===== src/vtyp_pkg.sv =====
// shared types, constants and functions for the vector to yaw/pitch core
`timescale 1ns / 1ps
package vtyp_pkg;

    localparam int CORDIC_STEPS    = 24;
    localparam int ANGLE_FRAC_BITS = 16;

    localparam int IN_W       = 32;
    localparam int YAW_W      = 25;
    localparam int PITCH_W    = 24;
    localparam int DW         = 64;
    localparam int WORK_FRAC  = ANGLE_FRAC_BITS + 8;
    localparam int ACC_W      = WORK_FRAC + 11;
    localparam int STEP_W     = 5;
    localparam int SH_W       = 6;
    localparam int MSB_W      = 5;
    localparam int GAIN_W     = 30;
    localparam int PROD_W     = IN_W + GAIN_W;
    localparam int NORM_TOP   = 58;
    localparam int PITCH_REF  = 28;
    localparam int PIPE_DEPTH = 2 * CORDIC_STEPS + 6;
    localparam int CNT_W      = $clog2(PIPE_DEPTH + 1);

    localparam logic signed [GAIN_W-1:0] GAIN_Q28 = 30'sd442048841;
    localparam logic signed [YAW_W-1:0]  YAW_LIM   = 25'sd11796480;
    localparam logic signed [YAW_W-1:0]  PITCH_LIM = 25'sd5898240;

    // +-180 degrees in accumulator units
    localparam logic signed [ACC_W-1:0] HALF_TURN = ACC_W'(180) <<< WORK_FRAC;

    localparam int ANG_SH = 32 - WORK_FRAC;
    localparam logic [63:0] ANG_HALF = (64'd1 << ANG_SH) >> 1;
    localparam int RND_SH = WORK_FRAC - 16;
    localparam logic signed [ACC_W:0] RND_HALF = (ACC_W+1)'((64'd1 << RND_SH) >> 1);

    // atan(2^-i) in degrees, units of 2^-32 degree
    localparam logic [63:0] ATAN_Q32 [32] = '{
        64'd193273528320, 64'd114096026022, 64'd60285206653, 64'd30601712202,
        64'd15360239180,  64'd7687607525,   64'd3844741810,  64'd1922488225,
        64'd961258780,    64'd480631223,    64'd240315841,   64'd120157949,
        64'd60078978,     64'd30039489,     64'd15019745,    64'd7509872,
        64'd3754936,      64'd1877468,      64'd938734,      64'd469367,
        64'd234684,       64'd117342,       64'd58671,       64'd29335,
        64'd14668,        64'd7334,         64'd3667,        64'd1833,
        64'd917,          64'd458,          64'd229,         64'd115
    };

    typedef struct packed {
        logic signed [DW-1:0]    b;        // gain-scaled -z for the pitch pass
        logic [SH_W-1:0]         shift;    // normalizing left shift
        logic                    special;  // x and y both zero
        logic                    z_pos;
        logic signed [YAW_W-1:0] yaw;
    } t_side;

    typedef struct packed {
        logic signed [DW-1:0]    x;
        logic signed [DW-1:0]    y;
        logic signed [ACC_W-1:0] acc;
        t_side                   side;
    } t_cell;

    function automatic logic signed [ACC_W-1:0] micro_angle(input logic [STEP_W-1:0] step);
        logic [63:0] t;
        t = (ATAN_Q32[step] + ANG_HALF) >> ANG_SH;
        return $signed(ACC_W'(t));
    endfunction

    // round half up to Q9.16, then clamp to +-lim
    function automatic logic signed [YAW_W-1:0] round_angle(
        input logic signed [ACC_W-1:0] acc,
        input logic signed [YAW_W-1:0] lim
    );
        logic signed [ACC_W:0] r;
        logic signed [ACC_W:0] l;
        r = ((ACC_W+1)'(acc) + RND_HALF) >>> RND_SH;
        l = (ACC_W+1)'(lim);
        if (r > l) begin
            r = l;
        end
        if (r < -l) begin
            r = -l;
        end
        return YAW_W'(r);
    endfunction

endpackage


===== src/vtyp_front.sv =====
// front end: half-turn fold, gain multiply, leading-one search, normalizing shift
`timescale 1ns / 1ps
module vtyp_front (
    input  logic                              i_clk,
    input  logic                              i_rst_n,
    input  logic                              i_valid,
    input  logic signed [vtyp_pkg::IN_W-1:0]  i_dir_x,
    input  logic signed [vtyp_pkg::IN_W-1:0]  i_dir_y,
    input  logic signed [vtyp_pkg::IN_W-1:0]  i_dir_z,
    input  logic                              i_stall,
    output logic                              o_stall,
    output logic                              o_valid,
    output vtyp_pkg::t_cell                   o_data
);
    import vtyp_pkg::*;

    logic [3:0] r_vld;
    logic [4:0] w_stall;
    logic [3:0] w_en;

    // stage 0
    logic signed [IN_W:0]     r0_x, r0_y, n0_x, n0_y;
    logic signed [ACC_W-1:0]  r0_acc, n0_acc;
    logic signed [PROD_W-1:0] r0_prod, n0_prod;
    logic                     r0_special, n0_special, r0_zpos, n0_zpos;
    // stage 1
    logic signed [IN_W:0]     r1_x, r1_y, w1_ay;
    logic [IN_W-1:0]          r1_m, n1_m;
    logic signed [DW-1:0]     r1_b, n1_b;
    logic signed [ACC_W-1:0]  r1_acc;
    logic                     r1_special, r1_zpos;
    // stage 2
    logic signed [IN_W:0]     r2_x, r2_y;
    logic [SH_W-1:0]          r2_s, n2_s;
    logic [MSB_W-1:0]         w2_msb;
    logic signed [DW-1:0]     r2_b;
    logic signed [ACC_W-1:0]  r2_acc;
    logic                     r2_special, r2_zpos;
    // stage 3
    t_cell                    r3_dat, n3_dat;

    always_comb begin
        w_stall[4] = i_stall;
        for (int k = 3; k >= 0; k--) begin
            w_stall[k] = r_vld[k] && w_stall[k+1];
            w_en[k]    = !r_vld[k] || !w_stall[k+1];
        end
        o_stall = w_stall[0];
    end

    always_comb begin
        n0_special = (i_dir_x == '0) && (i_dir_y == '0);
        n0_zpos    = (i_dir_z > 0);
        n0_prod    = i_dir_z * GAIN_Q28;
        if (i_dir_x[IN_W-1]) begin
            n0_x   = -(IN_W+1)'(i_dir_x);
            n0_y   = -(IN_W+1)'(i_dir_y);
            n0_acc = i_dir_y[IN_W-1] ? -HALF_TURN : HALF_TURN;
        end else begin
            n0_x   = (IN_W+1)'(i_dir_x);
            n0_y   = (IN_W+1)'(i_dir_y);
            n0_acc = '0;
        end
    end

    always_comb begin
        w1_ay = r0_y[IN_W] ? -r0_y : r0_y;
        n1_m  = (r0_x > w1_ay) ? IN_W'(r0_x) : IN_W'(w1_ay);
        n1_b  = -DW'(r0_prod);
    end

    always_comb begin
        w2_msb = '0;
        for (int i = 0; i < IN_W; i++) begin
            if (r1_m[i]) begin
                w2_msb = MSB_W'(i);
            end
        end
        n2_s = SH_W'(NORM_TOP) - SH_W'(w2_msb);
    end

    always_comb begin
        n3_dat.x            = DW'(r2_x) <<< r2_s;
        n3_dat.y            = DW'(r2_y) <<< r2_s;
        n3_dat.acc          = r2_acc;
        n3_dat.side.b       = r2_b;
        n3_dat.side.shift   = r2_s;
        n3_dat.side.special = r2_special;
        n3_dat.side.z_pos   = r2_zpos;
        n3_dat.side.yaw     = '0;
    end

    always_ff @(posedge i_clk) begin
        if (!i_rst_n) begin
            r_vld <= '0;
        end else begin
            if (w_en[0]) begin
                r_vld[0] <= i_valid;
            end
            for (int k = 1; k < 4; k++) begin
                if (w_en[k]) begin
                    r_vld[k] <= r_vld[k-1];
                end
            end
        end
    end

    always_ff @(posedge i_clk) begin
        if (w_en[0] && i_valid) begin
            r0_x       <= n0_x;
            r0_y       <= n0_y;
            r0_acc     <= n0_acc;
            r0_prod    <= n0_prod;
            r0_special <= n0_special;
            r0_zpos    <= n0_zpos;
        end
        if (w_en[1] && r_vld[0]) begin
            r1_x       <= r0_x;
            r1_y       <= r0_y;
            r1_m       <= n1_m;
            r1_b       <= n1_b;
            r1_acc     <= r0_acc;
            r1_special <= r0_special;
            r1_zpos    <= r0_zpos;
        end
        if (w_en[2] && r_vld[1]) begin
            r2_x       <= r1_x;
            r2_y       <= r1_y;
            r2_s       <= n2_s;
            r2_b       <= r1_b;
            r2_acc     <= r1_acc;
            r2_special <= r1_special;
            r2_zpos    <= r1_zpos;
        end
        if (w_en[3] && r_vld[2]) begin
            r3_dat <= n3_dat;
        end
    end

    assign o_valid = r_vld[3];
    assign o_data  = r3_dat;
endmodule


===== config.mk =====
export PLATFORM = sky130hd
export DESIGN_NAME = vtyp_front
export DESIGN_NICKNAME = d
export VERILOG_FILES = /design/src/vtyp_pkg.sv /design/src/vtyp_front.sv
export SDC_FILE = /design/constraint.sdc
export NUM_CORES = 2
export LEC_CHECK = 0
export ABC_CLOCK_PERIOD_IN_PS = 16300
export BUFFER_PORTS_ARGS = -buffer_cell sky130_fd_sc_hd__buf_2
export CAP_MARGIN = 0
export CORE_MARGIN = 10
export CORE_UTILIZATION = 50
export CTS_CLUSTER_SIZE = 20
export DETAILED_ROUTE_END_ITERATION = 8
export PLACE_DENSITY = 0.78
export SLEW_MARGIN = 10
export SYNTH_ARGS = -nofsm -noshare
export SYNTH_HDL_FRONTEND = slang
export SYNTH_SLANG_ARGS = --single-unit

===== constraint.sdc =====
create_clock -name i_clk -period 16.3 [get_ports i_clk]
set_clock_uncertainty 0.1 [all_clocks]
set_input_delay 1.63 -clock i_clk [delete_from_list [all_inputs] [get_ports i_clk]]
set_output_delay 1.63 -clock i_clk [all_outputs]
set_load 0.1 [all_outputs]

Yosys cells after proc, flatten, opt, wreduce, memory -nomap -nowiden
Index checks and enable logic that the tools add are counted.

Register bits: 776. Input port bits: 100. Output and inout bits: 262. Word-level logic and storage cells: 101.

Add/subtract/negate cells: 5. Multiply operators: 1. $lt $le $gt $ge: 2. Shifts and indexed selects: 2. Multiplexer cells: 36. Reductions and logical operators: 23.

Operators with widths (number): 5-bit two-way mux (30); 33-bit by 6-bit <<< shifter with 64-bit output (2); 33-bit two-way mux (2); 32-bit negation with 33-bit output (2); 32-bit zero test (2); 62-bit negation with 64-bit output (1); 32-bit by 30-bit multiplier with 62-bit output (second input constant) (1); 35-bit two-way mux (1); 33-bit > comparator (1); 33-bit negation (1); 32-bit by 1-bit > comparator with 1-bit output (second input constant) (1); 32-bit two-way mux (1); 31-bit two-way mux (1); 1-bit logical AND (9); 1-bit zero test (8); 6-bit by 5-bit subtractor with 6-bit output (first input constant) (1); 1-bit logical OR (4); 1-bit two-way mux (1).

Logic depth before layout (Yosys ltp)
Word-level depth: 32. Mapped depth: 27. Gate-level depth less buffers: 26.

Worst setup path before layout
OpenSTA, ideal clock, no wires.

Kind: input -> register. From: input i_stall. To: register r3_dat (netlist bit o_data[123]) (enable). Arrival time: 16.254 ns. Data required time: 15.126 ns. Path slack: -1.128 ns. Stages: 1. Path buffers: 0. Cells stage by stage: a21boi_0.

Word-level cells in the longest chain between the ends: 3.

RTL lines: from (decl) (line vtyp_front.sv:10) `input logic i_stall,`; 1-bit zero test (line vtyp_front.sv:46) `w_en[k] = !r_vld[k] || !w_stall[k+1];`; 1-bit logical OR (line vtyp_front.sv:46); 1-bit logical AND (line vtyp_front.sv:135) `if (w_en[3] && r_vld[2]) begin`; to (signal assigned) (line vtyp_front.sv:136) `r3_dat <= n3_dat;`; to (decl) (line vtyp_front.sv:40) `t_cell r3_dat, n3_dat;`.

No other way between the ends. A chain may end at the register's enable or synchronous reset.

Final worst setup path
From: input i_dir_z[6] in the netlist's numbering. To: register r0_prod[59] (data pin).

Word-level cells in the longest chain between the ends: 1.

RTL lines: from (decl) (line vtyp_front.sv:9) `input logic signed [vtyp_pkg::IN_W-1:0] i_dir_z,`; 32-bit by 30-bit multiplier with 62-bit output (line vtyp_front.sv:54) `n0_prod = i_dir_z * GAIN_Q28;`; net n0_prod[59] (line vtyp_front.sv:24) `logic signed [PROD_W-1:0] r0_prod, n0_prod;`; to (signal assigned) (line vtyp_front.sv:113) `r0_prod <= n0_prod;`; to (decl) (line vtyp_front.sv:24).

The timed path passes the listed nets, and every way through them passes these cells.

==> run metrics <==
area fraction of the dominant cell type after synthesis=~42%; CTS tree=yes; Worst Path Required=approximately 17 ns; post-route antenna net violation count=0; initial antenna violation count=2; hold crit path type=flip-flop to flip-flop; r2r setup slk=between 10 and 15 ns; cells after synthesis=roughly 4,000; Slew @ Worst Pin=~1.1 ns; routed vias=30,530; MaxCap Viol Count=0; die area=approximately 100,000 sq um; Layout Cells excl Fill=between 5,000 and 6,000; mean post-synth cell area=11.55 sq um; Post-synth EDFFs=roughly 640; Synth Area in Simple Gates=7.402%; Yosys reg bits=between 600 and 700; drt wl/cell=22.67 um; setup_tns=0 ns; Post-CTS Setup Bufs=0; f_max=about 110 MHz; placed insts=between 5,000 and 6,000; cts hold-fix bufs=0; Root Driver=clkbuf_16; Ys Warns=0; GRT overflow=0; max-slew violations=0; Netlist cell types=a little over 80; die span in y=322.6 um; register area share after synthesis=between 40% and 50%; critical path type=primary input to flip-flop; gr usage total=between 20% and 30%; CP Launch Point=i_dir_z[6]; largest family of logic cells by synthesized area=adder cells; TritonCTS Sinks=about 650; RSZ-0062 raised after global routing=false; mux cell area share after synthesis=under 10%; # nets final=between 5,000 and 6,000; chip width=roughly 320 um; Clock transition at path regs=approximately 0.060 ns; Post-Synth Adder-Cell Area=25.02%; Core Region=~90,000 sq um; top_reg_cell synth=edfxtp_1; Synth area leader=edfxtp_1; residual DRC count=0; # rows=110; fill count=7,403; Via density=5.575; clk_lat worst skew=~0.63 ns; 1st-iter DRT viols=just under 3,000; Arrival @ worst endpoint=9.48 ns; GPL Wtd Cong=approximately 1.0; Port-buffer cells=310; critical path peak fanout=9; first-pass iteration count of the detailed router=7; Final Hold Violating Endpoints=0; fin crit share=between 50 and 60%; first-pass GRT wire length=186,000 um; Area Growth Syn to Fin=10.87%; crit start category=primary input; clock buffer depth=3; synth top area cells=edfxtp_1 42%, fa_1 13%, ha_1 12%; most frequent cells in the layout=680 x inv_1, 643 x edfxtp_1, 432 x ha_1; PostCTS Resize Cnt=0; fin area=between 50,000 and 60,000 sq um; post-synthesis cell area=45,780 sq um; Worst Hold Launch=r1_b[22]; Post-synth ARST share=0%; worst r2r src=r0_y[4]; Compound-Gate Fraction of Synth Area=a little under 8%; largest net degree at the start of global routing=167; vias in the first global route=between 30,000 and 40,000; Starting Density=between 50% and 60%; status=finished, final reports clean; most common cell after layout, fill and taps aside=inv_1; Cell Area, Placed=~48,000 sq um; share of layout cells above drive strength 1=approximately 13%; hpwl dp=between 100,000 and 150,000 um; CP endpoint kind=flip-flop; clock buffer count from CTS=67; Top Ports=around 360; count of final setup violators=0; CTS H-tree lvls=3; post-layout min period=around 9 ns; max_slew headroom=a little over a quarter; final WL=124,100 um; XOR/XNOR Fraction of Synth Area=4.362%
[routing by layer]
| layer | routed length, um | global-route usage (%) | share of wire [%] | vias up |
|---|---|---|---|---|
| met4 | 4114 | 8.274 | 3.3 | 2 |
| met1 | 52290 | 31.74 | 42 | 15010 |
| met3 | 8882 | 3.206 | 7.2 | 183 |
| li1 | - | - | - | 14110 |
| met5 | 13 | 0 | 0.010 | - |
| met2 | 58840 | 38.80 | 47 | 1226 |
[state kept, by name, indices dropped and copies added (netlist names), 62 cells and up]
signal and flops:
o_data 203, r0_prod 62, r2_b 64, r1_b 64
[through the flow]
stage	utilization [%]	worst slack, ns	hold slack (ns)
3_3_place_gp	53.50	6.715	0.3007
2_1_floorplan	-	1.427	0.3003
6_report	56.13	7.147	0.2975
5_1_grt	56.12	6.740	0.3077
4_1_cts	56.12	7.255	0.2968
3_5_place_dp	53.50	6.665	0.3045
[cell usage after synthesis (24+ instances only)]
library cell	instances
nand2_1	172
fa_1	302
a211oi_1	30
o21ai_0	160
nand3_1	29
mux2i_1	112
nor2_1	249
a21oi_1	180
xnor2_1	154
o31ai_1	32
o22ai_1	35
buf_4	57
nor2b_1	30
a21o_1	31
nor3_1	57
a31oi_1	24
edfxtp_1	643
mux2_2	44
nand4_1	25
clkbuf_1	93
mux4_2	38
ha_1	432
xor2_1	74
inv_1	680
[layout make-up]
cell class              instances  area [sq um]  share of cell area, %
well taps                    1176          1471                  2.899
diodes                          4         10.01                0.01972
multi-input cells            2511         23190                  45.69
clock buffers                  73          1720                  3.390
flip-flops and latches        647         19390                  38.20
clock inverters                45         643.1                  1.267
repair buffers                337          1767                  3.481
inverters                     683          2564                  5.051
[critical path, cell delays in order]
cell and delay (ns):
buf_2 0.24, inv_1 0.17, ha_1 0.37, fa_1 0.52, fa_1 0.52, inv_1 0.05, fa_1 0.51, fa_1 0.53
fa_1 0.55, inv_1 0.05, fa_1 0.49, ha_1 0.32, ha_1 0.40, a21oi_1 0.19, o21ai_0 0.14, a2111oi_0 0.42
o21ai_0 0.17, a31oi_1 0.50, o41ai_1 0.22, a211oi_1 0.84, o21ai_1 0.27, o311ai_0 0.36
[worst paths after layout]
path / endpoint / depth (start not counted)
worst max-delay path: r0_prod[59] / 22
worst min-delay path: r2_b[22] / 0
worst max register to register: r1_m[31] / 18
worst min register to register: r2_b[22] / 0
[cell families after synthesis]
kind of cell               count (synthesis)
AOI/OAI and AO/OA                        593
muxes                                    194
other                                      1
xor gates and xnor gates                 228
and+or+nand+nor                          710
buffers and inverters                    858
DFF                                      647
adders and majority gates                734
Power is not shown: default switching activity piles up to over one toggle a cycle in this logic, so the estimate is an artifact.
