--- src/vtyp_pkg.sv ---
// shared types, constants and functions for the vector to yaw/pitch core
`timescale 1ns / 1ps
package vtyp_pkg;

    localparam int CORDIC_STEPS    = 24;
    localparam int ANGLE_FRAC_BITS = 16;

    localparam int IN_W       = 32;
    localparam int YAW_W      = 25;
    localparam int PITCH_W    = 24;
    localparam int DW         = 64;
    localparam int WORK_FRAC  = ANGLE_FRAC_BITS + 8;
    localparam int ACC_W      = WORK_FRAC + 11;
    localparam int STEP_W     = 5;
    localparam int SH_W       = 6;
    localparam int MSB_W      = 5;
    localparam int GAIN_W     = 30;
    localparam int PROD_W     = IN_W + GAIN_W;
    localparam int NORM_TOP   = 58;
    localparam int PITCH_REF  = 28;
    localparam int PIPE_DEPTH = 2 * CORDIC_STEPS + 6;
    localparam int CNT_W      = $clog2(PIPE_DEPTH + 1);

    localparam logic signed [GAIN_W-1:0] GAIN_Q28 = 30'sd442048841;
    localparam logic signed [YAW_W-1:0]  YAW_LIM   = 25'sd11796480;
    localparam logic signed [YAW_W-1:0]  PITCH_LIM = 25'sd5898240;

    // +-180 degrees in accumulator units
    localparam logic signed [ACC_W-1:0] HALF_TURN = ACC_W'(180) <<< WORK_FRAC;

    localparam int ANG_SH = 32 - WORK_FRAC;
    localparam logic [63:0] ANG_HALF = (64'd1 << ANG_SH) >> 1;
    localparam int RND_SH = WORK_FRAC - 16;
    localparam logic signed [ACC_W:0] RND_HALF = (ACC_W+1)'((64'd1 << RND_SH) >> 1);

    // atan(2^-i) in degrees, units of 2^-32 degree
    localparam logic [63:0] ATAN_Q32 [32] = '{
        64'd193273528320, 64'd114096026022, 64'd60285206653, 64'd30601712202,
        64'd15360239180,  64'd7687607525,   64'd3844741810,  64'd1922488225,
        64'd961258780,    64'd480631223,    64'd240315841,   64'd120157949,
        64'd60078978,     64'd30039489,     64'd15019745,    64'd7509872,
        64'd3754936,      64'd1877468,      64'd938734,      64'd469367,
        64'd234684,       64'd117342,       64'd58671,       64'd29335,
        64'd14668,        64'd7334,         64'd3667,        64'd1833,
        64'd917,          64'd458,          64'd229,         64'd115
    };

    typedef struct packed {
        logic signed [DW-1:0]    b;        // gain-scaled -z for the pitch pass
        logic [SH_W-1:0]         shift;    // normalizing left shift
        logic                    special;  // x and y both zero
        logic                    z_pos;
        logic signed [YAW_W-1:0] yaw;
    } t_side;

    typedef struct packed {
        logic signed [DW-1:0]    x;
        logic signed [DW-1:0]    y;
        logic signed [ACC_W-1:0] acc;
        t_side                   side;
    } t_cell;

    function automatic logic signed [ACC_W-1:0] micro_angle(input logic [STEP_W-1:0] step);
        logic [63:0] t;
        t = (ATAN_Q32[step] + ANG_HALF) >> ANG_SH;
        return $signed(ACC_W'(t));
    endfunction

    // round half up to Q9.16, then clamp to +-lim
    function automatic logic signed [YAW_W-1:0] round_angle(
        input logic signed [ACC_W-1:0] acc,
        input logic signed [YAW_W-1:0] lim
    );
        logic signed [ACC_W:0] r;
        logic signed [ACC_W:0] l;
        r = ((ACC_W+1)'(acc) + RND_HALF) >>> RND_SH;
        l = (ACC_W+1)'(lim);
        if (r > l) begin
            r = l;
        end
        if (r < -l) begin
            r = -l;
        end
        return YAW_W'(r);
    endfunction

endpackage

--- src/vtyp_back.sv ---
// output register: pitch rounding and the zero x/y override
`timescale 1ns / 1ps
module vtyp_back (
    input  logic                                i_clk,
    input  logic                                i_rst_n,
    input  logic                                i_valid,
    input  vtyp_pkg::t_cell                     i_data,
    input  logic                                i_ready,
    output logic                                o_stall,
    output logic                                o_valid,
    output logic signed [vtyp_pkg::YAW_W-1:0]   o_yaw,
    output logic signed [vtyp_pkg::PITCH_W-1:0] o_pitch
);
    import vtyp_pkg::*;

    logic                      r_vld;
    logic                      w_en;
    logic signed [YAW_W-1:0]   r_yaw, n_yaw;
    logic signed [PITCH_W-1:0] r_pitch, n_pitch;

    always_comb begin
        w_en    = !r_vld || i_ready;
        o_stall = r_vld && !i_ready;
        if (i_data.side.special) begin
            n_yaw   = '0;
            n_pitch = i_data.side.z_pos ? -PITCH_W'(PITCH_LIM) : PITCH_W'(PITCH_LIM);
        end else begin
            n_yaw   = i_data.side.yaw;
            n_pitch = PITCH_W'(round_angle(i_data.acc, PITCH_LIM));
        end
    end

    always_ff @(posedge i_clk) begin
        if (!i_rst_n) begin
            r_vld <= 1'b0;
        end else if (w_en) begin
            r_vld <= i_valid;
        end
    end

    always_ff @(posedge i_clk) begin
        if (w_en && i_valid) begin
            r_yaw   <= n_yaw;
            r_pitch <= n_pitch;
        end
    end

    assign o_valid = r_vld;
    assign o_yaw   = r_yaw;
    assign o_pitch = r_pitch;
endmodule

--- config.mk ---
export PLATFORM = sky130hd
export DESIGN_NAME = vtyp_back
export DESIGN_NICKNAME = d
export VERILOG_FILES = /design/src/vtyp_pkg.sv /design/src/vtyp_back.sv
export SDC_FILE = /design/constraint.sdc
export NUM_CORES = 1
export LEC_CHECK = 0
export BUFFER_PORTS_ARGS = -buffer_cell sky130_fd_sc_hd__buf_2
export CAP_MARGIN = 20
export CORE_AREA = 5 5 118 120
export DETAILED_ROUTE_END_ITERATION = 16
export DIE_AREA = 0 0 123 125
export SYNTH_ARGS = -nofsm -noshare
export SYNTH_HDL_FRONTEND = slang
export SYNTH_SLANG_ARGS = --single-unit
--- constraint.sdc ---
create_clock -name i_clk -period 4 [get_ports i_clk]
set_input_delay 0.8 -clock i_clk [delete_from_list [all_inputs] [get_ports i_clk]]
set_output_delay 0.8 -clock i_clk [all_outputs]
set_load 0.01 [all_outputs]
== Yosys cells after proc, flatten, opt, wreduce, memory -nomap -nowiden ==
Cells that the tools add are included.
Storage, ports and cells
  register bits: 50
  bits of input ports: 264
  output and inout bits: 51
  word-level logic and storage cells: 16
Operators by class
  add/sub/neg operators: 1
  $lt $le $gt $ge: 2
  mux-type cells: 5
  reduce and logical (&&, ||, !) cells: 5
Operators by type and width (number)
  $mux 24: 3
  $mux 36: 2
  $add 35x9->36 const B: 1
  $lt 36x24->1 const B: 1
  $gt 28x24->1 const B: 1
  $logic_and 1x1->1: 2
  $logic_not 1->1: 2
  $logic_or 1x1->1: 1

== Longest topological paths before layout ==
Gate-level depths: netlist of run 1.
  depth after elaboration: 7
  depth in mapped cells: 11
  gate-level depth less buffers: 10

== Worst setup path after synthesis of run 1 ==
OpenSTA, ideal clock, no wires.
  path kind: in2reg
  start: input i_ready
  end: register r_pitch[0] (netlist: o_pitch[0]) (enable)
  library setup time: 0.461 ns
  arrival time: 3.085 ns
  data required time: 3.539 ns
  path slack: 0.454 ns
  cell stages on the path: 2
  buffers on the path: 0
  cell sequence: nor2b_1 nor2b_1
Between the ends
  longest elaborated chain between the ends: 2
Ends and longest elaborated chain
  from (decl): line vtyp_back.sv:8  | input logic i_ready,
  $logic_or 1x1->1: line vtyp_back.sv:22  | w_en = !r_vld || i_ready;
  $logic_and 1x1->1: line vtyp_back.sv:42  | if (w_en && i_valid) begin
  to (signal assigned): line vtyp_back.sv:44  | r_pitch <= n_pitch;
  to (decl): line vtyp_back.sv:19  | logic signed [PITCH_W-1:0] r_pitch, n_pitch;
Every way passes these cells.
A chain may end at the register's enable or synchronous reset.

== Final worst setup path of run 1 ==
  start: input i_data[105] in the netlist's numbering
  end: register r_pitch[1] (netlist: o_pitch[1]), data pin
Between the ends
  longest elaborated chain between the ends: 7
Ends and longest elaborated chain
  from (decl): line vtyp_back.sv:7  | input vtyp_pkg::t_cell i_data,
  $add 35x9->36 (*): line vtyp_pkg.sv:76  | r = ((ACC_W+1)'(acc) + RND_HALF) >>> RND_SH;
  $gt 28x24->1: line vtyp_pkg.sv:78  | if (r > l) begin
  $mux 36 (*): line vtyp_pkg.sv:78
  $mux 36 (*): line vtyp_back.sv:24  | if (i_data.side.special) begin
  $lt 36x24->1: line vtyp_pkg.sv:81  | if (r < -l) begin
  $mux 24 (*): line vtyp_pkg.sv:81
  $mux 24 (*): line vtyp_back.sv:24
Mark *: on every way between the ends. The rest lies on a longest branch, timed or not. The select of a mux whose other input is x is not followed.

==> impl_metrics.ini, run 1 <==
[run_status]
status = complete, no violations

[die]
die_w_um = 123
die_y_um = 125
die-area_um2 = 15400
rows = 42
pin_count = 315
coreArea_um2 = 12900
initial_core_util_pct = 22.5

[power]
fin_total_pwr_uw = 1310
power_frac_comb_pct = 14.7
power_density_nw_per_um2 = 342
ir_drop_v = 0.000159
p_sw_uw = 325
switching_share_pct = 24.7
clock_power_share_pct = 37.9
p_leak_uw = 0.00145
p_seq_share_pct = 47.5
p_int_uw = 989

[min_path]
min_from = o_valid$_SDFFE_PN0N_
min_path_type = reg -> reg

[drt]
vias = 2536
dr.pass1.iters = 4
drc = 0
vias_per_cell = 4.51
wl_um = 9110
drtAntennaViolNets = 0
first_iter_violations = 120
wire_per_inst_um = 16.2

[worst_setup_path]
critPathMaxStageDelay_ns = 0.51
cp.required_ns = 4.04
arrival_ns = 3.46
crit_slowest_cell = or4_1
worstPathCellList = buf_2, ha_1, nand3_1, or3_1, nor4_2, mux2i_1, or4_1, a31o_1, a21oi_4, buf_12, nor2_1
startpoint_type = primary input
r2r_start = o_valid$_SDFFE_PN0N_
path_max_fanout = 14
cp-end-kind = flip-flop
criticalPathCategory = in -> reg
setup.worst_path.start = i_data[105]

[timing]
slew_violations = 0
rsz0062_at_grt = no
fin_crit_ns = 3.42
post-route-period-util_pct = 85.4
worst-slew-pin-transition_ns = 1.02
max_freq_mhz = 293
hold_viol = 0
setup-violations-final = 0
clock_skew_ns = 0.00470
slew_headroom_pct = 31.9
fin_tns_setup_ns = 0
finalWorstSetupSlack_ns = 0.584

[clock_network]
tritoncts = done
cts-htree-levels = 2
cts_buffers = 5
cts-hold-fix-buffers = 0
postCtsSetupRepairBufs = 0
post_cts_resized = 0
clk-insertion-delay-late_ns = 0.29
clock-sinks = 50
clk_pin_slew_worst_paths_ns = 0.07
cts_buffer_depth = 2
root_buffer = clkbuf_16

[logic_synthesis]
ys_types = 48
syn_area_um2 = 2900
yosysSeqAreaShare_pct = 51.4
postSynthCellCount = 277
ys_ff_latch = 50
syn_avg_cell_area_um2 = 10.5
syn_nets = 542
ys_warn_count = 0

[global_route]
grt.total_usage_pct = 11.7
grt_start_max_net_pins = 36
grt_overflow = 0
grt_pass1_vias = 2562
grt_pass1_wl_um = 14100
antenna_found_initial = 0

[layout]
diodes = 0
drive_above_1_share_pct = 37.6
nNetsFinal = 650
utilization_pct = 29.8
syn_to_final_growth_pct = 32.5

[placed_design]
dp_hpwl_um = 7150
pre_cts_ws_ns = 0.280
gp_congestion = 0.812
portBuffers = 109

[flow_run]
drv_cap = 0
[final timing paths]
kind	endpoint	slack, ns	cells after the start
max	o_pitch[1]$_SDFFCE_PP0P_	0.58	11
min	o_valid$_SDFFE_PN0N_	0.69	2
max reg2reg	o_yaw[23]$_SDFFCE_PP0P_	2.00	3
min reg2reg	o_valid$_SDFFE_PN0N_	0.69	2
[synth_stat cells, drive strengths merged]
library cell  count  area, um2
nand2b            2       12.5
or3               5       31.3
and4              2       17.5
o32ai             1       8.76
nor3             13       75.1
nand3            13       70.1
a31oi             2       12.5
nor3b             1       7.51
o21a              2       15.0
and3              5       31.3
ha                1       12.5
o21ai             6       30.0
nor4              5       37.5
a41oi             2       17.5
nand4            11       83.8
edfxtp           49       1470
o31a              2       17.5
dfxtp             1       20.0
a211oi            7       57.6
inv               8       30.0
nor2             35        156
a22o              1       8.76
nor2b            27        169
nand2            15       56.3
or2               2       12.5
o22ai             2       12.5
nand3b            1       7.51
o2111ai           3       26.3
and3b             1       8.76
mux2i             1       10.0
o21bai            2       15.0
a31o              3       26.3
xor2              8       70.1
clkbuf            8       30.0
buf               7       41.3
xnor2            16        140
a21oi             6       41.3
or4               1       7.51
[flip-flops by register name (all words and copies together), names as in the netlist]
name,flops
o_valid,1
o_pitch,24
o_yaw,25
[kinds of logic after synthesis]
kind of cell	Yosys count	synth area share (%)
AOI/OAI and AO/OA	39	9.97
and+or+nand+nor	139	27.1
DFF	50	51.4
adders and majority gates	1	0.432
buffers and inverters	23	3.50
muxes	1	0.345
xor gates and xnor gates	24	7.25
[area by class of cell]
class	instances	area [um2]
Timing Repair Buffer	116	611
Tap cell	176	220
Sequential cell	50	1490
Clock inverter	3	48.8
Clock buffer	5	125
Multi-Input combinational cell	204	1310
Fill cell	1386	9030
Inverter	8	30.0
[metal layers]
layer / GRT usage [%] / vias to the layer above / wire length [um]
li1: - / 1226 / -
met3: 3.30 / 2 / 670
met4: 2.74 / 0 / 55
met2: 19.1 / 78 / 4340
met5: 0 / - / 0
met1: 15.3 / 1230 / 4040
[metrics by stage]
step                      cells  cell area (um2)  hold WS (ns)
final                       562             3840         0.690
after global routing        562             3840         0.729
after CTS                   562             3840         0.695
after detailed placement    554             3670         0.680
after global placement      554             3670         0.659
after floorplan             277             2900         0.710
[power groups by stage]
stage / clock, uW / sequential, uW / combinational, uW
final: 498 / 624 / 192
after global routing: 539 / 626 / 213
after CTS: 524 / 624 / 195
after detailed placement: 0 / 634 / 194
after global placement: 0 / 635 / 192
after floorplan: 0 / 651 / 79.9
[cell usage in the layout (no fill, tap or decap), drive strengths merged, types with 6 or more instances in the layout]
master and instances:
nand4 11, edfxtp 49, o21ai 6, buf 116, xor2 8, a211oi 7, nand2 15, inv 9
nor2 35, nor2b 27, nand3 13, xnor2 16, nor3 13, a21oi 6
[critical path: cells and delay by family]
kind / cells / cell delay (ns)
AO/OA/AOI/OAI: 2 / 0.54
multiplexers: 1 / 0.10
AND/OR/NAND/NOR: 5 / 1.42
adder cells (fa/ha/maj): 1 / 0.28
buffers and inverters: 2 / 0.32
Power figures use the tool's default switching activity.
==> run 2, diff against run 1 <==
--- a/config.mk
+++ b/config.mk
@@ -7,7 +7,8 @@
 export LEC_CHECK = 0
+export ABC_AREA = 1
 export BUFFER_PORTS_ARGS = -buffer_cell sky130_fd_sc_hd__buf_2
 export CAP_MARGIN = 20
-export CORE_AREA = 5 5 118 120
+export CORE_AREA = 5 5 120 122
 export DETAILED_ROUTE_END_ITERATION = 16
-export DIE_AREA = 0 0 123 125
+export DIE_AREA = 0 0 125 127
 export SYNTH_ARGS = -nofsm -noshare
==> constraint.sdc (replaced) <==
create_clock -name i_clk -period 4 [get_ports i_clk]
set_input_delay 0.4 -clock i_clk [delete_from_list [all_inputs] [get_ports i_clk]]
set_output_delay 0.4 -clock i_clk [all_outputs]
set_load 0.01 [all_outputs]
==> impl_metrics.ini, run 2 <==
[placed_design]
dp_hpwl_um = 8120
portBuffers = 109
gp_congestion = 0.858

[timing]
rsz0062_at_grt = no
fin_crit_ns = 2.84
max_freq_mhz = 352
fin_tns_setup_ns = 0
holdWs_ns = 0.370
post-route-period-util_pct = 71.0
worst-slew-pin-transition_ns = 0.954
clock_skew_ns = 0.00534
slew_violations = 0
hold_viol = 0
setup-violations-final = 0
slew_headroom_pct = 36.2

[power]
clock_power_share_pct = 33.0
ir_drop_v = 0.000189
power_frac_comb_pct = 17.2
p_sw_uw = 326
p_int_uw = 922
p_leak_uw = 0.00193
switching_share_pct = 26.1
power_density_nw_per_um2 = 314
p_seq_share_pct = 49.9

[logic_synthesis]
ys_types = 27
yosysSeqAreaShare_pct = 48.5
syn_nets = 670
synth_edf_count = 49
yosysTopAreaCellShare_pct = 47.8
synthTopCellsByArea = edfxtp_1 48%, nand2_1 14%, nor2_1 9.3%
synthArstFlopShare_pct = 0
synth_ff_type = edfxtp_1
post-synth-top-count-cell = nand2_1
synth_commonest_cells = 118 x nand2_1, 76 x nor2_1, 66 x inv_1, 49 x edfxtp_1, 21 x nor2_2
ys_ff_latch = 50
postSynthCellCount = 405
syn_avg_cell_area_um2 = 7.59
synth_area_leader_cell = edfxtp_1
ys_warn_count = 0
syn_area_um2 = 3080

[clock_network]
cts_buffers = 5
root_buffer = clkbuf_16
postCtsSetupRepairBufs = 0
cts_buffer_depth = 2
clock-sinks = 50
cts-hold-fix-buffers = 0
clk_pin_slew_worst_paths_ns = 0.07
post_cts_resized = 0
cts-htree-levels = 2
clk-insertion-delay-late_ns = 0.28
tritoncts = done

[layout]
diodes = 0
drive_above_1_share_pct = 30.1
layout_commonest_cell = nand2_1
nNetsFinal = 783
largest_reg_flops = 25
layout_common_cells = 118 x nand2_1, 109 x buf_2, 75 x nor2_1
syn_to_final_growth_pct = 29.3
multi_input_area_um2 = 1290
seq_area_um2 = 1490
nFillCells = 1445

[drt]
drc = 0
vias_per_cell = 4.02
first_iter_violations = 167
wl_um = 9340
vias = 2792
dr.pass1.iters = 4
wire_per_inst_um = 13.4
drtAntennaViolNets = 0

[worst_setup_path]
startpoint_type = primary input
path_max_fanout = 12
criticalPathCategory = in -> reg
critPathMaxStageDelay_ns = 0.32
cp.required_ns = 4.03
arrival_ns = 2.87
crit_slowest_cell = nor3_1
cp-end-kind = flip-flop
worstRegToRegCells = 4
worstPathCellList = buf_2, ha_1, inv_1, nor2_1, nand2_2, xnor2_1, nor2_1, nand3_1, nor3_1, nand3_1, nand2_2, inv_2, nor2_2, nand2_1, nand2_1, nand2_2, nand2_2, nor2_1
critPathMostFrequentCell = nand2_2

[flow_run]
drv_cap = 0

[run_status]
status = complete, no violations

[global_route]
antenna_found_initial = 0
grt_pass1_vias = 2822
grt_pass1_wl_um = 15000
grt_start_max_net_pins = 35
grt.total_usage_pct = 12.0
grt_overflow = 0

[die]
coreArea_um2 = 13100
die_y_um = 127
die_w_um = 125
rows = 42
pin_count = 315
initial_core_util_pct = 23.5
die-area_um2 = 15900

[min_path]
min_path_type = in -> reg
whs_path_depth = 2
-- run 2: cell types whose count changed after synthesis, sizes merged, moves of 5 or more --
cell | previous run | this run
nand2 | 15 | 126
nor2 | 35 | 99
inv | 8 | 70
nor2b | 27 | 0
xnor2 | 16 | 3
nor3 | 13 | 2
nand4 | 11 | 2
nand3 | 13 | 21
a211oi | 7 | 0
a21oi | 6 | 0
clkbuf | 8 | 2
nand3b | 1 | 6
nor4 | 5 | 0
or3 | 5 | 0
-- run 2: path summary, 6_finish.rpt --
check	start	endpoint	slack (ns)
worst min register to register	o_valid$_SDFFE_PN0N_	o_valid$_SDFFE_PN0N_	0.53
worst min-delay path	i_rst_n	o_valid$_SDFFE_PN0N_	0.37
worst max register to register	o_valid$_SDFFE_PN0N_	o_pitch[8]$_SDFFCE_PP0P_	2.10
worst max-delay path	i_data[104]	o_pitch[2]$_SDFFCE_PP0P_	1.16
-- run 2: metrics by stage --
| step | worst slack, ns | std cells | total power (uW) | utilization, % | instance area (um2) |
|---|---|---|---|---|---|
| after floorplan | 0.924 | 405 | 749 | - | 3080 |
| after global placement | 0.814 | 687 | 851 | 29.3 | 3830 |
| after detailed placement | 0.825 | 687 | 852 | 29.3 | 3830 |
| after CTS | 1.13 | 695 | 1260 | 30.4 | 3980 |
| after global routing | 0.763 | 695 | 1310 | 30.4 | 3980 |
| final | 1.16 | 695 | 1250 | 30.4 | 3980 |
-- run 2: cell type report --
type                    instances  share of cell area, %
flip-flops and latches         50                   37.5
clock buffers                   5                   3.15
well taps                     176                   5.54
repair buffers                111                   14.1
clock inverters                 3                  0.504
inverters                      70                   6.61
multi-input cells             280                   32.6
-- run 2: metal layers --
layer  GRT usage (%)  routed length, um  vias to the layer above
li1                -                  -                     1472
met3            1.42                323                       10
met4            4.21                206                        0
met2            24.3               5210                       71
met1            12.7               3600                     1239
met5               0                  0                        -
-- run 2: cells by family (layout without fill, tap and decap cells) --
group           count (synthesis)  in the layout  synth area share (%)
flops                          50             50                  48.5
simple gates                  263            263                  37.6
buf+inv                        75            189                  9.64
xor+xnor                        9              9                  2.56
fa+ha+maj                       1              1                 0.407
compound gates                  7              7                  1.34
-- run 2: power by group through the flow --
stage	registers (uW)	logic [uW]	clock network, uW
5_1_grt	625	241	443
6_report	622	214	411
2_1_floorplan	654	94.3	0
3_3_place_gp	634	217	0
3_5_place_dp	634	218	0
4_1_cts	623	218	418
-- run 2: critical path: cells and delay by family --
kind | cells | cell delay [ns]
fa+ha+maj | 1 | 0.20
simple gates | 13 | 1.83
xor+xnor | 1 | 0.18
buf+inv | 3 | 0.24
