$ cat src/vtyp_pkg.sv
// shared types, constants and functions for the vector to yaw/pitch core
`timescale 1ns / 1ps
package vtyp_pkg;

    localparam int CORDIC_STEPS    = 24;
    localparam int ANGLE_FRAC_BITS = 16;

    localparam int IN_W       = 32;
    localparam int YAW_W      = 25;
    localparam int PITCH_W    = 24;
    localparam int DW         = 64;
    localparam int WORK_FRAC  = ANGLE_FRAC_BITS + 8;
    localparam int ACC_W      = WORK_FRAC + 11;
    localparam int STEP_W     = 5;
    localparam int SH_W       = 6;
    localparam int MSB_W      = 5;
    localparam int GAIN_W     = 30;
    localparam int PROD_W     = IN_W + GAIN_W;
    localparam int NORM_TOP   = 58;
    localparam int PITCH_REF  = 28;
    localparam int PIPE_DEPTH = 2 * CORDIC_STEPS + 6;
    localparam int CNT_W      = $clog2(PIPE_DEPTH + 1);

    localparam logic signed [GAIN_W-1:0] GAIN_Q28 = 30'sd442048841;
    localparam logic signed [YAW_W-1:0]  YAW_LIM   = 25'sd11796480;
    localparam logic signed [YAW_W-1:0]  PITCH_LIM = 25'sd5898240;

    // +-180 degrees in accumulator units
    localparam logic signed [ACC_W-1:0] HALF_TURN = ACC_W'(180) <<< WORK_FRAC;

    localparam int ANG_SH = 32 - WORK_FRAC;
    localparam logic [63:0] ANG_HALF = (64'd1 << ANG_SH) >> 1;
    localparam int RND_SH = WORK_FRAC - 16;
    localparam logic signed [ACC_W:0] RND_HALF = (ACC_W+1)'((64'd1 << RND_SH) >> 1);

    // atan(2^-i) in degrees, units of 2^-32 degree
    localparam logic [63:0] ATAN_Q32 [32] = '{
        64'd193273528320, 64'd114096026022, 64'd60285206653, 64'd30601712202,
        64'd15360239180,  64'd7687607525,   64'd3844741810,  64'd1922488225,
        64'd961258780,    64'd480631223,    64'd240315841,   64'd120157949,
        64'd60078978,     64'd30039489,     64'd15019745,    64'd7509872,
        64'd3754936,      64'd1877468,      64'd938734,      64'd469367,
        64'd234684,       64'd117342,       64'd58671,       64'd29335,
        64'd14668,        64'd7334,         64'd3667,        64'd1833,
        64'd917,          64'd458,          64'd229,         64'd115
    };

    typedef struct packed {
        logic signed [DW-1:0]    b;        // gain-scaled -z for the pitch pass
        logic [SH_W-1:0]         shift;    // normalizing left shift
        logic                    special;  // x and y both zero
        logic                    z_pos;
        logic signed [YAW_W-1:0] yaw;
    } t_side;

    typedef struct packed {
        logic signed [DW-1:0]    x;
        logic signed [DW-1:0]    y;
        logic signed [ACC_W-1:0] acc;
        t_side                   side;
    } t_cell;

    function automatic logic signed [ACC_W-1:0] micro_angle(input logic [STEP_W-1:0] step);
        logic [63:0] t;
        t = (ATAN_Q32[step] + ANG_HALF) >> ANG_SH;
        return $signed(ACC_W'(t));
    endfunction

    // round half up to Q9.16, then clamp to +-lim
    function automatic logic signed [YAW_W-1:0] round_angle(
        input logic signed [ACC_W-1:0] acc,
        input logic signed [YAW_W-1:0] lim
    );
        logic signed [ACC_W:0] r;
        logic signed [ACC_W:0] l;
        r = ((ACC_W+1)'(acc) + RND_HALF) >>> RND_SH;
        l = (ACC_W+1)'(lim);
        if (r > l) begin
            r = l;
        end
        if (r < -l) begin
            r = -l;
        end
        return YAW_W'(r);
    endfunction

endpackage

$ cat src/vtyp_mid.sv
// between the passes: yaw rounding and rescale of the magnitude for the pitch pass
`timescale 1ns / 1ps
module vtyp_mid (
    input  logic            i_clk,
    input  logic            i_rst_n,
    input  logic            i_valid,
    input  vtyp_pkg::t_cell i_data,
    input  logic            i_stall,
    output logic            o_stall,
    output logic            o_valid,
    output vtyp_pkg::t_cell o_data
);
    import vtyp_pkg::*;

    logic  r_vld;
    t_cell r_dat;
    t_cell n_dat;
    logic  w_en;

    always_comb begin
        w_en    = !r_vld || !i_stall;
        o_stall = r_vld && i_stall;
        n_dat   = i_data;
        // bring the magnitude to 2^28 units of the input lsb
        if (i_data.side.shift >= SH_W'(PITCH_REF)) begin
            n_dat.x = i_data.x >>> (i_data.side.shift - SH_W'(PITCH_REF));
        end else begin
            n_dat.x = i_data.x <<< 1;
        end
        n_dat.y        = i_data.side.b;
        n_dat.acc      = '0;
        n_dat.side.yaw = round_angle(i_data.acc, YAW_LIM);
    end

    always_ff @(posedge i_clk) begin
        if (!i_rst_n) begin
            r_vld <= 1'b0;
        end else if (w_en) begin
            r_vld <= i_valid;
        end
    end

    always_ff @(posedge i_clk) begin
        if (w_en && i_valid) begin
            r_dat <= n_dat;
        end
    end

    assign o_valid = r_vld;
    assign o_data  = r_dat;
endmodule

$ cat config.mk
export PLATFORM = sky130hd
export DESIGN_NAME = vtyp_mid
export DESIGN_NICKNAME = d
export VERILOG_FILES = /design/src/vtyp_pkg.sv /design/src/vtyp_mid.sv
export SDC_FILE = /design/constraint.sdc
export NUM_CORES = 1
export LEC_CHECK = 0
export BUFFER_PORTS_ARGS = -buffer_cell sky130_fd_sc_hd__buf_2
export CAP_MARGIN = 30
export CORE_AREA = 2 2 205 207
export CTS_CLUSTER_DIAMETER = 50
export DETAILED_ROUTE_END_ITERATION = 7
export DIE_AREA = 0 0 207 209
export PLACE_DENSITY = 0.51
export SYNTH_ARGS = -nofsm -noshare
export SYNTH_HDL_FRONTEND = slang
export SYNTH_SLANG_ARGS = --single-unit
$ cat constraint.sdc
create_clock -name i_clk -period 26.4 [get_ports i_clk]
set_clock_uncertainty 0.05 [all_clocks]
set_input_delay 7.92 -clock i_clk [delete_from_list [all_inputs] [get_ports i_clk]]
set_output_delay 7.92 -clock i_clk [all_outputs]
set_load 0.05 [all_outputs]
-- Yosys cells after proc, flatten, opt, wreduce, memory -nomap -nowiden
Index checks and enable logic that the tools add are counted.
W data, S select, Z words.
- register bits: 162
- output and inout port bits: 262
- logic and storage cells: 21
- add/subtract/negate cells: 2
- $lt $le $gt $ge: 3
- shifts and indexed selects: 1
- mux-type cells: 2
- reduce and logical (&&, ||, !) cells: 5
- operators by type and width (operator ; count):
    $mux W64 ; 1
    $sshr A64 B6 Y64 ; 1
    $add A35 B9 Y36 const B ; 1
    $lt A36 B25 Y1 const B ; 1
    $mux W36 ; 1
    $gt A28 B25 Y1 const B ; 1
    $ge A6 B5 Y1 const B ; 1
    $sub A6 B5 Y6 const B ; 1
    $logic_and A1 B1 Y1 ; 2
    $logic_not A1 Y1 ; 2
    $logic_or A1 B1 Y1 ; 1

-- Longest topological paths before layout
Gate-level depths: netlist (run 1).
- depth after elaboration: 4
- gate-level depth with buffers: 11

-- Least setup slack after synthesis (run 1)
Ideal clock, no wire load.
- path type: input to output
- start: in i_stall
- end: out o_stall
- arrival: 8.365 ns
- data required time: 18.430 ns
- slack: 10.065 ns
- stages on the path: 1
- buffers on the path: 0
- cells stage by stage: and2_1
- word-level cells in the longest chain between the ends: 1
- RTL lines (item ; line ; text):
    start, declared ; vtyp_mid.sv:8 ; input logic i_stall,
    $logic_and A1 B1 Y1 ; vtyp_mid.sv:22 ; o_stall = r_vld && i_stall;
    end, declared ; vtyp_mid.sv:9 ; output logic o_stall,
Every way passes these cells.

-- Worst setup path after layout (run 1)
Same ends and word-level chain as after synthesis.

==> results of run 1 <==
==> metal layers <==
layer | track usage (%) | wire, µm | up-vias
li1 | - | - | 4759
met1 | 29.11 | 20490 | 5042
met2 | 31.95 | 20960 | 575
met3 | 5.170 | 4126 | 43
met4 | 7.463 | 1088 | 4
met5 | 0 | 27 | -
==> Yosys cell counts, types with 3 or more instances <==
| master | instances |
|---|---|
| or3_1 | 3 |
| clkbuf_1 | 55 |
| nand2_1 | 242 |
| and3_1 | 7 |
| a311oi_1 | 3 |
| nor2_1 | 86 |
| o21a_1 | 4 |
| a211o_1 | 4 |
| nor3_1 | 23 |
| o21ai_0 | 135 |
| a311o_1 | 10 |
| nor4_1 | 5 |
| or2_2 | 5 |
| nor2_2 | 3 |
| mux2_2 | 6 |
| a21oi_1 | 17 |
| buf_1 | 9 |
| buf_2 | 15 |
| and2_1 | 7 |
| and4_1 | 5 |
| mux4_2 | 58 |
| nand4_4 | 3 |
| xor2_1 | 12 |
| xnor2_1 | 12 |
| mux2i_1 | 60 |
| o211ai_1 | 13 |
| edfxtp_1 | 161 |
| a211oi_1 | 4 |
| o21bai_1 | 7 |
| o31ai_1 | 8 |
| a31oi_1 | 5 |
| nand4_1 | 5 |
| nor3b_1 | 3 |
| nand3_2 | 3 |
| nand3_1 | 21 |
| inv_1 | 10 |
| buf_4 | 104 |
==> sequential cells by signal, indices dropped and copies added, names as in the netlist <==
signal	cells
o_data	161
o_valid	1
==> how the worst max path moves through the flow <==
stage,start,endpoint,slack (ps),cells past startpoint
global placement,i_stall,o_stall,9850,3
finish,i_stall,o_stall,9880,3
CTS,i_stall,o_stall,9850,3
detailed placement,i_stall,o_stall,9850,3
floorplan,i_stall,o_stall,10070,1
global route,i_stall,o_stall,9850,3
==> cell families after synthesis <==
group / count (synthesis) / share of synthesized area [%]
adders and majority gates: 2 / 0.2137
muxes: 124 / 16.86
buffers and inverters: 196 / 9.843
xor gates and xnor gates: 24 / 1.795
other: 1 / 0.03203
AOI/OAI and AO/OA: 237 / 12.85
DFF: 162 / 41.47
and+or+nand+nor: 435 / 16.94
==> worst max-delay path: stages <==
cell	delay [ps]
buf_2	70
and2_1	190
buf_2	350
==> report_power, final <==
part           internal (mW)  switching, mW
sequential             0.309        0.00711
clock                  0.135          0.126
combinational         0.0790          0.231
total                  0.522          0.364
==> cell type report <==
class,count,area [µm²]
Inverter,12,45.04
Tap cell,539,674.4
Antenna cell,2,5.005
Clock buffer,17,425.4
Timing Repair Buffer,410,2127
Sequential cell,162,4855
Multi-Input combinational cell,857,5888
Clock inverter,15,171.4
Fill cell,4306,27100
==> metrics by stage <==
| step | util, % | setup WS (ps) | power [mW] | hold WS [ps] |
|---|---|---|---|---|
| 6_report | 34.37 | 9878 | 0.8865 | 617.0 |
| 5_1_grt | 34.36 | 9846 | 0.9260 | 694.8 |
| 4_1_cts | 34.29 | 9849 | 0.8955 | 623.8 |
| 3_5_place_dp | 32.85 | 9851 | 0.6285 | 606.9 |
| 3_3_place_gp | 32.80 | 9848 | 0.6274 | 603.7 |
| 2_1_floorplan | - | 10070 | 0.5448 | 1096 |
==> reports/results.ini, run 1 <==
[cts]
postCtsHoldBufs=0
cts_tree=built
cts_sinks=162
clock_latency_ps=460
post_cts_resized=0
cts_buffer_depth=2
root_buffer=clkbuf_16
cts_buffers=17
post-cts-setup-buffer-count=0
clk_pin_slew_ps=70
cts_max_level=4

[power]
pwr_density_cell_mw_per_mm2=62.47
p_leak_nw=5.862
irDropWorstVdd_mv=0.04021

[final_layout]
final_area_mm2=0.01419
drive_gt1_share_pct=36.86
nNetsFinal=1726
syn2layout_area_growth_pct=21.21
layout_commonest_cell=buf_2
final_cell_mix=buf_2 (393), nand2_1 (242), edfxtp_1 (161), o21ai_0 (135), nor2_1 (86)
fin_cells=2014

[detailed_routing]
drc=0
viasPerCell=5.175
drt.antenna.violating_nets=0
vias=10420
drtIter0Drc=970
dr.pass1.iters=7
routed_wl_mm=46.69
wl_per_cell_um=23.18

[yosys]
async_reset_ff_share_pct=0
syn_inst=1181
synth-seq-cells=162
ys_warn_count=0
netlist.top_cell.by_area=edfxtp_1
post-synth-top-area-fraction_pct=41.30
yosys.cell_types.count=75
synth_flop_cell=edfxtp_1
ys_seq_area_share_pct=41.47
synth_area_leaders=edfxtp_1 (41%), mux4_2 (11%), nand2_1 (7.8%)
synth_edf_count=161
synth.avg_cell_area_um2=9.913
syn_area_mm2=0.01171

[sta]
drv_slew=0
finalSetupViolations=0
relSlewSlack_pct=39.30
finalHoldViolCount=0
tightest_slew_ps=910.5
period_needed_ps=16520
finalSetupTns_ps=0
fmax_ghz=0.06053
rsz0062_at_grt=no
finalCritPeriodShare_pct=62.58

[min_path]
hold_depth=2
hp-class=reg2reg
hold_path_startpoint=o_valid
min_to=o_valid

[worst_setup_path]
cp_max_fo=3
start_kind=primary input
r2r_start=o_valid
r2r_end=o_data[213]
reg2reg_depth=4
ff2ff_setup_slack_ps=24240
worst-setup-path-type=in2out
required_ps=18430
crit_arrival_ps=8550
worstSetupEndpointType=output port

[floorplanning]
rows=75
start_util_pct=28.35
die_h_um=209
io_pins=526
design.core.area_mm2=0.04129
dieArea_mm2=0.04326
die_w_um=207

[run_status]
outcome=finished clean

[placement]
dpl-instance-area_mm2=0.01356
dp_cells=1979
io_buffers=394
hpwlAfterDp_mm=36.27
gp_congestion=0.9199

[global_routing]
grt.overflow.total=0
grt_antenna_before_repair=3
grt_max_degree=76
grt_pass1_vias=9785
grt_pass1_wl_mm=67.18
grt_usage_pct=21.04

[flow_run]
max_cap_violations=0

Power figures use the tool's default switching activity.
==> run 2: changes to the inputs <==
==> constraint.sdc (replaced) <==
create_clock -name i_clk -period 15.5 [get_ports i_clk]
set_clock_uncertainty 0.05 [all_clocks]
set_input_delay 4.65 -clock i_clk [delete_from_list [all_inputs] [get_ports i_clk]]
set_output_delay 4.65 -clock i_clk [all_outputs]
set_load 0.05 [all_outputs]
==> reports/results.ini, run 2 (same netlist as run 1, synthesis figures left out) <==
[final_layout]
largest_reg_flops=161
drive_gt1_share_pct=36.57
final-seq-area_mm2=0.004855
layout_commonest_cell=buf_2
final_cell_mix=buf_2 (393), nand2_1 (242), edfxtp_1 (161), o21ai_0 (135), nor2_1 (86)
n_fill_cell=4340
fin_cells=2011
syn2layout_area_growth_pct=20.26
multiInputGateArea_mm2=0.005888
nNetsFinal=1724
final_util_pct=34.10
final_area_mm2=0.01408

[global_routing]
grt_usage_pct=21.06
grt.overflow.total=0
grt_antenna_before_repair=1
grt_pass1_vias=9406
grt_max_degree=96
grt_pass1_wl_mm=66.50

[sta]
finalSetupTns_ps=0
fmax_ghz=0.1002
period_needed_ps=9982
finalHoldViolCount=0
rsz0062_at_grt=no
finalSetupViolations=0
setup_ws_ps=5518
finalCritPeriodShare_pct=64.40
tightest_slew_ps=899.9
drv_slew=0
relSlewSlack_pct=40.00

[placement]
io_buffers=394
dpl-instance-area_mm2=0.01354
dp_cells=1978
hpwlAfterDp_mm=36.25
gp_congestion=0.9095
pre_cts_ws_ps=5498

[cts]
cts_sinks=162
clk_pin_slew_ps=70
clock_latency_ps=470
postCtsHoldBufs=0
post_cts_resized=0
post-cts-setup-buffer-count=0
cts_buffer_depth=2
cts_max_level=4
root_buffer=clkbuf_16
cts_buffers=17
cts_tree=built

[detailed_routing]
wl_per_cell_um=22.95
drc=0
drt.antenna.violating_nets=0
drtIter0Drc=1009
viasPerCell=5.126
routed_wl_mm=46.16
vias=10310
dr.pass1.iters=5

[floorplanning]
die_h_um=209
die_w_um=207
design.core.area_mm2=0.04129
start_util_pct=28.35
dieArea_mm2=0.04326
io_pins=526
rows=75

[worst_setup_path]
path_delay_family=buffers and inverters
crit_start=i_stall
path_cells=buf_2 -> and2_1 -> buf_2
cpMaxStageDelayCell=buf_2
required_ps=10800
crit_buf_inv=2
cp_max_fo=3
worst_path_largest_cell_delay_ps=360
crit_top_cell=buf_2
r2r_start=o_valid
crit_arrival_ps=5280
worstSetupEndpointType=output port
start_kind=primary input
worst-setup-path-type=in2out

[power]
irDropWorstVdd_mv=0.07273
pwr_density_cell_mw_per_mm2=103.9
p_leak_nw=5.809

[run_status]
outcome=finished clean

[flow_run]
max_cap_violations=0

[min_path]
hold_path_startpoint=o_valid
hp-class=reg2reg

[run 2: final cells by class]
class,count,area share (%)
Multi-Input combinational cell,857,41.82
Sequential cell,162,34.48
Timing Repair Buffer,408,14.77
Tap cell,539,4.790
Clock buffer,18,3.048
Clock inverter,14,0.7554
Inverter,12,0.3199
Antenna cell,1,0.01777
[run 2: metal layers]
layer  wire (µm)  up-vias  GRT usage, %
met5           0        -             0
met4        1834        0         10.05
met3        3703       48         5.065
met2       19830      561         30.25
met1       20790     4946         29.66
li1            -     4753             -
[run 2: path summary, 6_finish.rpt]
| check | to | slack (ps) | cells past startpoint |
|---|---|---|---|
| worst min register to register | o_valid | 620 | 2 |
| worst max register to register | o_data[28] | 13040 | 4 |
| worst min-delay path | o_valid | 620 | 2 |
| worst max-delay path | o_stall | 5520 | 3 |
[run 2: worst min-delay path, delay by kind of cell, from the launching register on]
family          cells  cell delay (ps)
compound gates      1              120
flops               1              320
simple gates        1              200
[run 2: metrics by stage]
stage               hold slack (ps)  total power [mW]
floorplan                      1096            0.9279
global placement              597.8             1.068
detailed placement            616.9             1.068
CTS                           632.8             1.482
global route                  679.7             1.530
finish                        619.7             1.462
[run 2: where the power goes]
part | total, mW | switching (mW) | internal (mW) | leakage, nW
clock | 0.400 | 0.193 | 0.206 | 0.256
sequential | 0.539 | 0.0129 | 0.526 | 1.58
combinational | 0.523 | 0.390 | 0.133 | 3.98
==> run 3: changes to the inputs <==
==> constraint.sdc (replaced) <==
create_clock -name i_clk -period 9.8 [get_ports i_clk]
set_clock_uncertainty 0.05 [all_clocks]
set_input_delay 2.94 -clock i_clk [delete_from_list [all_inputs] [get_ports i_clk]]
set_output_delay 2.94 -clock i_clk [all_outputs]
set_load 0.05 [all_outputs]
==> reports/results.ini, run 3 (same netlist as run 1, synthesis figures left out) <==
[detailed_routing]
dr.pass1.iters=7
vias=10350
wl_per_cell_um=23.19
viasPerCell=5.140
drc=0
drt.antenna.violating_nets=0
routed_wl_mm=46.68
drtIter0Drc=873

[global_routing]
grt_pass1_vias=9615
grt_usage_pct=21.14
grt_antenna_before_repair=2
grt_max_degree=63
grt.overflow.total=0
grt_pass1_wl_mm=66.50

[cts]
clock_latency_ps=480
cts_tree=built
post-cts-setup-buffer-count=0
root_buffer=clkbuf_16
cts_max_level=4
cts_buffers=17
cts_sinks=162
post_cts_resized=0
cts_buffer_depth=2
postCtsHoldBufs=0
clk_pin_slew_ps=70

[worst_setup_path]
required_ps=6810
worstSetupEndpointType=output port
r2r_start=o_valid
crit_start=i_stall
worst-setup-path-type=in2out
ff2ff_setup_slack_ps=7470
start_kind=primary input
reg2reg_depth=4
crit_arrival_ps=3580
critical_path.endpoint=o_stall
r2r_end=o_data[27]
cp_max_fo=3

[placement]
hpwlAfterDp_mm=36.83
gp_congestion=0.9666
dpl-instance-area_mm2=0.01359
io_buffers=394

[sta]
drv_slew=0
period_needed_ps=6567
finalSetupViolations=0
rsz0062_at_grt=no
finalHoldViolCount=0
whs_ps=624.8
relSlewSlack_pct=35.54
finalSetupTns_ps=0
fmax_ghz=0.1523
finalCritPeriodShare_pct=67.01
tightest_slew_ps=965.4

[floorplanning]
rows=75
design.core.area_mm2=0.04129
dieArea_mm2=0.04326
die_h_um=209
io_pins=526
start_util_pct=28.35
die_w_um=207

[final_layout]
final_cell_mix=buf_2 (393), nand2_1 (242), edfxtp_1 (161), o21ai_0 (135), nor2_1 (86)
final_area_mm2=0.01419
nNetsFinal=1726
layout_commonest_cell=buf_2
drive_gt1_share_pct=36.86
n_fill_cell=4311
syn2layout_area_growth_pct=21.24
largest_reg_flops=161

[min_path]
hold_path_startpoint=o_valid
hp-class=reg2reg

[power]
p_leak_nw=5.861
pwr_density_cell_mw_per_mm2=168.1
irDropWorstVdd_mv=0.1017

[flow_run]
max_cap_violations=0

[run_status]
outcome=finished clean

run 3: layout make-up:
class                      instances  area, µm²  area share [%]
sequential                       162       4855           34.20
clock inverter                    15      177.7           1.252
clock buffer                      17      425.4           2.997
inverter                          12      45.04          0.3173
antenna                            1      2.502         0.01763
tap                              539      674.4           4.751
timing repair buffer             410       2115           14.90
multi-input combinational        857       5899           41.56
run 3: power by group:
| part | internal, mW | switching, mW | leakage (nW) |
|---|---|---|---|
| combinational | 0.212 | 0.618 | 3.99 |
| sequential | 0.833 | 0.0244 | 1.58 |
| clock | 0.382 | 0.317 | 0.290 |
| total | 1.43 | 0.959 | 5.86 |
run 3: worst max-delay path, cell delays in order:
cell and delay, ps:
buf_2 70, and2_1 190, buf_2 370
run 3: routing by layer:
layer	GRT usage, %	wire [µm]	up-vias
li1	-	-	4761
met1	28.32	20510	5004
met2	32.32	21030	535
met3	5.981	3713	46
met4	8.153	1428	0
met5	0	0	-
run 3: through the flow:
stage	instances	power (mW)	util (%)	worst slack [ps]
global route	2012	2.487	34.37	3212
detailed placement	1980	1.693	32.91	3221
floorplan	1215	1.463	-	1747
CTS	2012	2.408	34.37	3222
finish	2013	2.386	34.38	3233
global placement	1979	1.690	32.84	3215
run 3: worst min-delay path by stage:
| stage | slack [ps] | endpoint | cells after the start |
|---|---|---|---|
| final | 620 | o_valid | 2 |
| after global routing | 660 | o_valid | 2 |
| after CTS | 640 | o_valid | 2 |
| after detailed placement | 620 | o_valid | 2 |
| after global placement | 600 | o_valid | 2 |
| after floorplan | 1110 | o_valid | 2 |
